$ cat config.mk
export PLATFORM = sky130hd
export DESIGN_NAME = delimited_packet_deframer
export DESIGN_NICKNAME = d
export VERILOG_FILES = /design/src/design/dpd_pkg.sv /design/src/design/delimited_packet_deframer.sv
export SDC_FILE = /design/constraint.sdc
export NUM_CORES = 1
export LEC_CHECK = 0
export ABC_AREA = 1
export BUFFER_PORTS_ARGS = -buffer_cell sky130_fd_sc_hd__buf_4
export CAP_MARGIN = 25
export CORE_MARGIN = 3
export CORE_UTILIZATION = 60
export CTS_CLUSTER_DIAMETER = 100
export CTS_CLUSTER_SIZE = 20
export DETAILED_ROUTE_END_ITERATION = 6
export PLACE_DENSITY_LB_ADDON = 0.3
export SLEW_MARGIN = 0
export SYNTH_ARGS = -nofsm -noshare
export SYNTH_HDL_FRONTEND = slang
export SYNTH_SLANG_ARGS = --single-unit
$ cat constraint.sdc
create_clock -name clk_i -period 5.5 [get_ports clk_i]
set_clock_uncertainty 0.05 [all_clocks]
set_input_delay 0.275 -clock clk_i [delete_from_list [all_inputs] [get_ports clk_i]]
set_output_delay 0.275 -clock clk_i [all_outputs]
set_load 0.01 [all_outputs]
$ cat src/design/dpd_pkg.sv
// ----------------------------------------------------------------------------
// dpd_pkg
// Shared types, constants and window helpers for the delimited packet
// deframer.
// ----------------------------------------------------------------------------
package dpd_pkg;

  // Longest delimiter the configuration may ask for, and largest packet.
  localparam int unsigned MAX_DELIM  = 8;
  localparam int unsigned MAX_PACKET = 4096;

  localparam int unsigned WinBytes  = 8;
  localparam int unsigned DelimLim  = (MAX_DELIM < WinBytes) ? MAX_DELIM : WinBytes;

  typedef enum logic [1:0] {
    ST_OK       = 2'd0,
    ST_OVERFLOW = 2'd1,
    ST_TIMEOUT  = 2'd2,
    ST_CFG_ERR  = 2'd3
  } status_e;

  typedef enum logic [2:0] {
    CFG_START_PAT = 3'd0,
    CFG_START_LEN = 3'd1,
    CFG_END_PAT   = 3'd2,
    CFG_END_LEN   = 3'd3,
    CFG_PKT_LEN   = 3'd4,
    CFG_BUF_CAP   = 3'd5
  } cfg_idx_e;

  typedef struct packed {
    logic        out_valid;
    logic [7:0]  out_byte;
    logic        packet_end;
    status_e     status;
    logic [12:0] payload_length;
  } res_t;

  typedef struct packed {
    logic [63:0] win;
    logic [3:0]  fill;
    logic        evicted;
    logic [7:0]  old;
  } push_t;

  // Mask covering the low n bytes of a window; eight or more covers all.
  function automatic logic [63:0] bytes_mask(logic [3:0] n);
    logic [63:0] m;
    m = '0;
    for (int i = 0; i < int'(WinBytes); i++) begin
      m[8*i +: 8] = (4'(i) < n) ? 8'hFF : 8'h00;
    end
    return m;
  endfunction

  // Appends byte b to a window that holds up to n bytes, oldest in the low
  // byte. When the window is full the oldest byte drops out.
  function automatic push_t win_push(logic [63:0] w, logic [3:0] fill,
                                     logic [3:0] n, logic [7:0] b);
    push_t       r;
    logic [63:0] ws;
    logic [3:0]  f;
    r.evicted = (fill >= n);
    r.old     = w[7:0];
    if (r.evicted) begin
      ws = w >> 8;
      f  = n - 4'd1;
    end else begin
      ws = w;
      f  = fill;
    end
    for (int i = 0; i < int'(WinBytes); i++) begin
      if (4'(i) < f) begin
        r.win[8*i +: 8] = ws[8*i +: 8];
      end else if (4'(i) == f) begin
        r.win[8*i +: 8] = b;
      end else begin
        r.win[8*i +: 8] = 8'h00;
      end
    end
    r.fill = f + 4'd1;
    return r;
  endfunction

endpackage

$ cat src/design/delimited_packet_deframer.sv
// ----------------------------------------------------------------------------
// delimited_packet_deframer
// Splits a received byte stream into packets framed by an optional start
// delimiter and either a fixed length or an end delimiter.
// ----------------------------------------------------------------------------
// Every accepted item (a received byte or a read timeout) produces exactly
// one result item, available in the cycle after it is accepted unless an
// earlier result is still waiting on a stalled consumer, and a new item can
// be accepted in every cycle while in_stall_o is low: the whole per-item
// update is a single pass of window compares over at most eight bytes and a
// few 13-bit count compares, ahead of the result register. A two-entry output
// stage (result register plus skid register) lets the block keep taking items
// while one result waits on a stalled consumer; in_stall_o rises only when
// both entries are occupied. While a start delimiter is configured, bytes are
// hunted through a sliding window and the matching bytes are consumed without
// releasing anything. Payload is then released either as exactly packet_length
// bytes, or up to a matched end delimiter whose bytes are kept in a delay
// window and never released. An overflow, a timeout or an invalid configuration
// closes the packet with a nonzero status, and the consumer is expected to drop
// that packet. A configuration write to a defined index abandons the current
// packet silently and rearms; writes must only be made while the block is idle.
module delimited_packet_deframer
  import dpd_pkg::*;
(
  input  logic        clk_i,
  input  logic        rst_ni,

  input  logic        cfg_we_i,
  input  logic [2:0]  cfg_idx_i,
  input  logic [63:0] cfg_data_i,

  input  logic        in_valid_i,
  output logic        in_stall_o,
  input  logic        func_i,
  input  logic [7:0]  rx_byte_i,

  output logic        res_valid_o,
  input  logic        res_stall_i,
  output logic        out_valid_o,
  output logic [7:0]  out_byte_o,
  output logic        packet_end_o,
  output logic [1:0]  status_o,
  output logic [12:0] payload_length_o
);

  // Configuration registers.
  logic [63:0] start_pat_q, end_pat_q;
  logic [3:0]  start_size_q, end_len_q;
  logic [12:0] pkt_len_q, buf_cap_q;

  // Framing state.
  logic        seek_q, seek_d;
  logic [63:0] start_win_q, start_win_d;
  logic [3:0]  start_fill_q, start_fill_d;
  logic [63:0] end_win_q, end_win_d;
  logic [3:0]  end_fill_q, end_fill_d;
  logic [12:0] byte_cnt_q, byte_cnt_d;

  // Output stage.
  res_t out_q, skid_q, res;
  logic out_vld_q, skid_vld_q;

  logic        accept, out_take;
  logic        cfg_hit;
  logic [3:0]  new_start_size;
  logic [12:0] cap, released, cnt_inc;
  logic        cfg_bad;
  logic        finish;
  push_t       sp, ep;

  assign accept   = in_valid_i && !skid_vld_q;
  assign out_take = out_vld_q && !res_stall_i;

  assign in_stall_o       = skid_vld_q;
  assign res_valid_o      = out_vld_q;
  assign out_valid_o      = out_q.out_valid;
  assign out_byte_o       = out_q.out_byte;
  assign packet_end_o     = out_q.packet_end;
  assign status_o         = out_q.status;
  assign payload_length_o = out_q.payload_length;

  // Effective capacity: buffer size, lowered to a nonzero packet length and
  // to the largest supported packet.
  always_comb begin
    cap = buf_cap_q;
    if (pkt_len_q != '0 && pkt_len_q < cap) begin
      cap = pkt_len_q;
    end
    if (32'(cap) > MAX_PACKET) begin
      cap = 13'(MAX_PACKET);
    end
  end

  always_comb begin
    cfg_bad = 1'b0;
    if (32'(start_size_q) > DelimLim || 32'(end_len_q) > DelimLim) begin
      cfg_bad = 1'b1;
    end else if (end_len_q == '0) begin
      cfg_bad = (pkt_len_q == '0) || (pkt_len_q > buf_cap_q) ||
                (32'(pkt_len_q) > MAX_PACKET);
    end else begin
      cfg_bad = (cap == '0);
    end
  end

  // Per-item update: one result and the next framing state.
  always_comb begin
    sp = win_push(start_win_q, start_fill_q, start_size_q, rx_byte_i);
    ep = win_push(end_win_q, end_fill_q, end_len_q, rx_byte_i);
    released = (byte_cnt_q >= 13'(end_fill_q)) ? byte_cnt_q - 13'(end_fill_q) : '0;
    cnt_inc  = byte_cnt_q + 13'd1;

    res          = '0;
    res.status   = ST_OK;
    finish       = 1'b0;
    seek_d       = seek_q;
    start_win_d  = start_win_q;
    start_fill_d = start_fill_q;
    end_win_d    = end_win_q;
    end_fill_d   = end_fill_q;
    byte_cnt_d   = byte_cnt_q;

    if (cfg_bad) begin
      finish             = 1'b1;
      res.status         = ST_CFG_ERR;
      res.payload_length = released;
    end else if (func_i) begin
      finish             = 1'b1;
      res.status         = ST_TIMEOUT;
      res.payload_length = released;
    end else if (seek_q && start_size_q != '0) begin
      start_win_d  = sp.win;
      start_fill_d = sp.fill;
      if (sp.fill == start_size_q &&
          ((sp.win ^ start_pat_q) & bytes_mask(start_size_q)) == '0) begin
        seek_d       = 1'b0;
        start_win_d  = '0;
        start_fill_d = '0;
      end
    end else if (end_len_q == '0) begin
      // Fixed length: every byte is payload.
      seek_d        = 1'b0;
      res.out_valid = 1'b1;
      res.out_byte  = rx_byte_i;
      byte_cnt_d    = cnt_inc;
      if (cnt_inc >= pkt_len_q) begin
        finish             = 1'b1;
        res.payload_length = cnt_inc;
      end
    end else begin
      seek_d = 1'b0;
      if (byte_cnt_q >= cap) begin
        finish             = 1'b1;
        res.status         = ST_OVERFLOW;
        res.payload_length = released;
      end else begin
        byte_cnt_d = cnt_inc;
        end_win_d  = ep.win;
        end_fill_d = ep.fill;
        if (ep.evicted) begin
          res.out_valid = 1'b1;
          res.out_byte  = ep.old;
        end
        if (ep.fill == end_len_q &&
            ((ep.win ^ end_pat_q) & bytes_mask(end_len_q)) == '0) begin
          finish             = 1'b1;
          res.payload_length = cnt_inc - 13'(end_len_q);
        end
      end
    end

    if (finish) begin
      res.packet_end = 1'b1;
      seek_d         = (start_size_q != '0);
      start_win_d    = '0;
      start_fill_d   = '0;
      end_win_d      = '0;
      end_fill_d     = '0;
      byte_cnt_d     = '0;
    end
  end

  // Configuration decode.
  always_comb begin
    cfg_hit        = 1'b0;
    new_start_size = start_size_q;
    unique case (cfg_idx_e'(cfg_idx_i))
      CFG_START_LEN: begin
        cfg_hit        = 1'b1;
        new_start_size = cfg_data_i[3:0];
      end
      CFG_START_PAT, CFG_END_PAT, CFG_END_LEN, CFG_PKT_LEN, CFG_BUF_CAP: begin
        cfg_hit = 1'b1;
      end
      default: begin
        cfg_hit = 1'b0;
      end
    endcase
    cfg_hit = cfg_hit && cfg_we_i;
  end

  always_ff @(posedge clk_i or negedge rst_ni) begin
    if (!rst_ni) begin
      start_pat_q  <= '0;
      start_size_q <= '0;
      end_pat_q    <= '0;
      end_len_q    <= 4'd1;
      pkt_len_q    <= '0;
      buf_cap_q    <= 13'd4096;
    end else if (cfg_we_i) begin
      unique case (cfg_idx_e'(cfg_idx_i))
        CFG_START_PAT: start_pat_q  <= cfg_data_i;
        CFG_START_LEN: start_size_q <= cfg_data_i[3:0];
        CFG_END_PAT:   end_pat_q    <= cfg_data_i;
        CFG_END_LEN:   end_len_q    <= cfg_data_i[3:0];
        CFG_PKT_LEN:   pkt_len_q    <= cfg_data_i[12:0];
        CFG_BUF_CAP:   buf_cap_q    <= cfg_data_i[12:0];
        default: ;
      endcase
    end
  end

  // Framing state: a write to a defined register rearms, otherwise an item advances.
  always_ff @(posedge clk_i or negedge rst_ni) begin
    if (!rst_ni) begin
      seek_q       <= 1'b0;
      start_win_q  <= '0;
      start_fill_q <= '0;
      end_win_q    <= '0;
      end_fill_q   <= '0;
      byte_cnt_q   <= '0;
    end else if (cfg_hit) begin
      seek_q       <= (new_start_size != '0);
      start_win_q  <= '0;
      start_fill_q <= '0;
      end_win_q    <= '0;
      end_fill_q   <= '0;
      byte_cnt_q   <= '0;
    end else if (accept) begin
      seek_q       <= seek_d;
      start_win_q  <= start_win_d;
      start_fill_q <= start_fill_d;
      end_win_q    <= end_win_d;
      end_fill_q   <= end_fill_d;
      byte_cnt_q   <= byte_cnt_d;
    end
  end

  // Output register with a skid entry behind it.
  always_ff @(posedge clk_i or negedge rst_ni) begin
    if (!rst_ni) begin
      out_vld_q  <= 1'b0;
      skid_vld_q <= 1'b0;
    end else if (skid_vld_q) begin
      if (out_take) begin
        out_vld_q  <= 1'b1;
        skid_vld_q <= 1'b0;
      end
    end else if (accept) begin
      if (!out_vld_q || out_take) begin
        out_vld_q <= 1'b1;
      end else begin
        skid_vld_q <= 1'b1;
      end
    end else if (out_take) begin
      out_vld_q <= 1'b0;
    end
  end

  always_ff @(posedge clk_i) begin
    if (skid_vld_q) begin
      if (out_take) begin
        out_q <= skid_q;
      end
    end else if (accept) begin
      if (!out_vld_q || out_take) begin
        out_q <= res;
      end else begin
        skid_q <= res;
      end
    end
  end

endmodule

==> run metrics <==
worst reg2reg path endpoint out_byte_o[5]$_DFFE_PP_; VDD IR max 0.5937 mV; setup TNS 0 ps; sequential-to-total area share from yosys stat 37.07%; Filler cells 3751; crit path to out_byte_o[5]$_DFFE_PP_; Critical Path End Type register; Inserted Clock Buffers 22; Post-route DRC 0; # port buffers 107; vias in the first global route 23.41k; violation count after the first detailed-route iteration 2955; Crit path buffers/inverters 6; Yosys reg bits 364; Placeable Area 41200 um^2; post-synthesis xor/xnor area fraction 0.9018%; vias per inst 5.781; Die ar. 44580 um^2; drt wl/cell 18.50 um; FF-to-FF Start buf_cap_q[12]$_DFFE_PN1P_; multiplexer share of the synthesized area 0.07928%; final WL 81550 um; syn avg cell area 6.621 um^2; largest family of logic cells by synthesized area simple AND/OR/NAND/NOR gates; Worst Path Max Fanout 16; Design Power 18.22 mW; Worst path most repeated cell nand2_1; FF-to-FF path depth 33; Die H 211.2 um; Leak 14.34 nW; achievable frequency 194.7 MHz; R2R setup slack 360 ps; Die X 211.2 um; Root Driver clkbuf_16; Max stage delay on crit path 540 ps; routed via count 25.48k; Critical Path Start buf_cap_q[12]$_DFFE_PN1P_; max-cap violations 0; status completed; CP top delay family simple AND/OR/NAND/NOR gates; Slew @ Worst Pin 1007 ps; commonest register cell after synthesis dfrtp_1; CP Depth 33; GRT overflow 0; standard-cell rows 74; largest net degree at the start of global routing 153; fin. max-slew vios 0; Power Density 663.6 nW/um^2; Final period util 93.40%; Routed Antenna Nets 0; Synth area leader dfrtp_1; I/O pins 108; CTS Buffer Depth 3; Starting Density 61.29%; area of the multi-input gates 13610 um^2; Adder-Cell Fraction of Synth Area 3.528%; startpoint types register; Post-Syn Nets 3965; share of the synthesized area in the top cell type 30.92%; Hold Path Class input port to register; Area contributors post-synth dfrtp_1, nand2_1, nand3_1, o21ai_0, edfxtp_1; Post-Synth Simple-Gate Area 39.38%; Final setup viols 0; relative slew slack 32.87%; Yosys warnings 0; first-pass GRT wire length 128300 um; CP Class register to register; Synth cell types 57; crit path max-delay cell type dfstp_2; H-tree depth 1; CTS Sinks 364; most common cell in the synthesized netlist nand2_1; CTS tree built; Synth Cell Area 25250 um^2; Area Overhead vs Synth 8.721%; clk_lat worst skew 590 ps; GPL Wtd Cong 0.9848; Final HPWL DP 56500 um; post-route worst hold slack 22.36 ps; Post-synth top cells nand2_1, nand3_1, inv_1; 1st-pass router iterations 7; Post-synth EDFFs 50; Worst Path Arrival 5500 ps; critical path required time 5860 ps; Synth Area in Compound Gates 9.707%; Net count, final 4018; post-route core utilization 66.63%; Register Area 9361 um^2; minimum clock period 5137 ps; GRT Resource Usage Total 36.19%; initial antenna violation count 0; Synth Instances 3814; proportion of layout cells with a drive suffix above 1 7.357%; hold path depth 3; Fin. Hold Viols 0; clk slew on worst S/H paths 80 ps; post-synthesis async set-or-reset flop share 86.26%
==> power breakdown <==
group	total (mW)	switching [mW]	internal, mW
Clock	1.71	0.967	0.744
Sequential	4.00	0.562	3.44
Combinational	12.5	8.49	4.01
==> worst min path at each step <==
stage | startpoint | end | slack (ps)
after floorplan | rst_ni | buf_cap_q[0]$_DFFE_PN0P_ | -70
after global placement | rst_ni | buf_cap_q[11]$_DFFE_PN0P_ | 230
after detailed placement | rst_ni | buf_cap_q[11]$_DFFE_PN0P_ | 240
after CTS | cfg_data_i[21] | end_pat_q[21]$_DFFE_PN0P_ | 3
after global routing | cfg_data_i[19] | start_pat_q[19]$_DFFE_PN0P_ | 10
final | cfg_data_i[60] | start_pat_q[60]$_DFFE_PN0P_ | 20
==> cell usage in the layout, fill, tap and decap left out, drive strengths merged, types with 7 or more instances in the layout <==
| cell type | instances |
|---|---|
| buf | 162 |
| nor2 | 296 |
| or2 | 31 |
| nor3 | 14 |
| clkinv | 7 |
| o21ai | 378 |
| ha | 68 |
| nand3 | 411 |
| nand3b | 70 |
| dfrtp | 312 |
| nor3b | 8 |
| clkbuf | 28 |
| dlygate4sd3 | 43 |
| a21oi | 57 |
| inv | 385 |
| nand2 | 1448 |
| nand4 | 43 |
| edfxtp | 50 |
| xor2 | 22 |
==> kinds of logic (layout without fill, tap and decap cells) <==
kind of cell,Yosys count,count (layout)
fa+ha+maj,70,70
compound gates,463,463
flops,364,364
other cells,0,1
simple gates,2323,2324
buf+inv,566,625
mux,2,2
xor+xnor,26,26
==> timing repair <==
item / 4_1_cts / 5_1_grt
hold endpoints to repair: 140 / 0
setup endpoints to repair: 0 / 139
hold buffers: 43 / 0
setup buffers: 0 / 1
gates resized for setup: 0 / 8
==> area by class of cell <==
type / instances / share of cell area, %
repair buffers: 205 / 6.371
well taps: 532 / 2.425
inverters: 389 / 5.319
flip-flops and latches: 364 / 34.10
multi-input cells: 2885 / 49.56
clock buffers: 28 / 2.087
clock inverters: 3 / 0.1322
diodes: 1 / 0.009115
==> per-stage QoR <==
| step | instances | setup slack [ps] | instance area (um^2) |
|---|---|---|---|
| after floorplan | 3814 | 881.5 | 25250 |
| after global placement | 4330 | 308.4 | 26370 |
| after detailed placement | 4330 | 164.1 | 26370 |
| after CTS | 4404 | 141.9 | 27410 |
| after global routing | 4406 | -1.571 | 27450 |
| final | 4407 | 362.9 | 27450 |
==> layer usage <==
| layer | track usage (%) | up-vias | routed length [um] |
|---|---|---|---|
| li1 | - | 12290 | - |
| met1 | 47.90 | 11630 | 31680 |
| met2 | 58.04 | 1274 | 36720 |
| met3 | 4.664 | 280 | 7419 |
| met4 | 20.14 | 0 | 5730 |
| met5 | 0 | - | 0 |
==> sequential cells by signal (all words and copies together) (netlist names) <==
name and cells:
end_len_q 4, end_win_q 64, skid_q 25, packet_end_o 1, start_win_q 64, status_o 2, in_stall_o 1, payload_length_o 13
out_byte_o 8, buf_cap_q 13, seek_q 1, end_fill_q 4, pkt_len_q 13, start_pat_q 64, start_fill_q 4, res_valid_o 1
out_valid_o 1, end_pat_q 64, byte_cnt_q 13, start_size_q 4
==> tightest hold or removal path, cell delays in order <==
cell	delay (ps)
buf_4	80
inv_1	70
o21ai_0	170
Note: power is estimated with default switching activity, not from simulation.
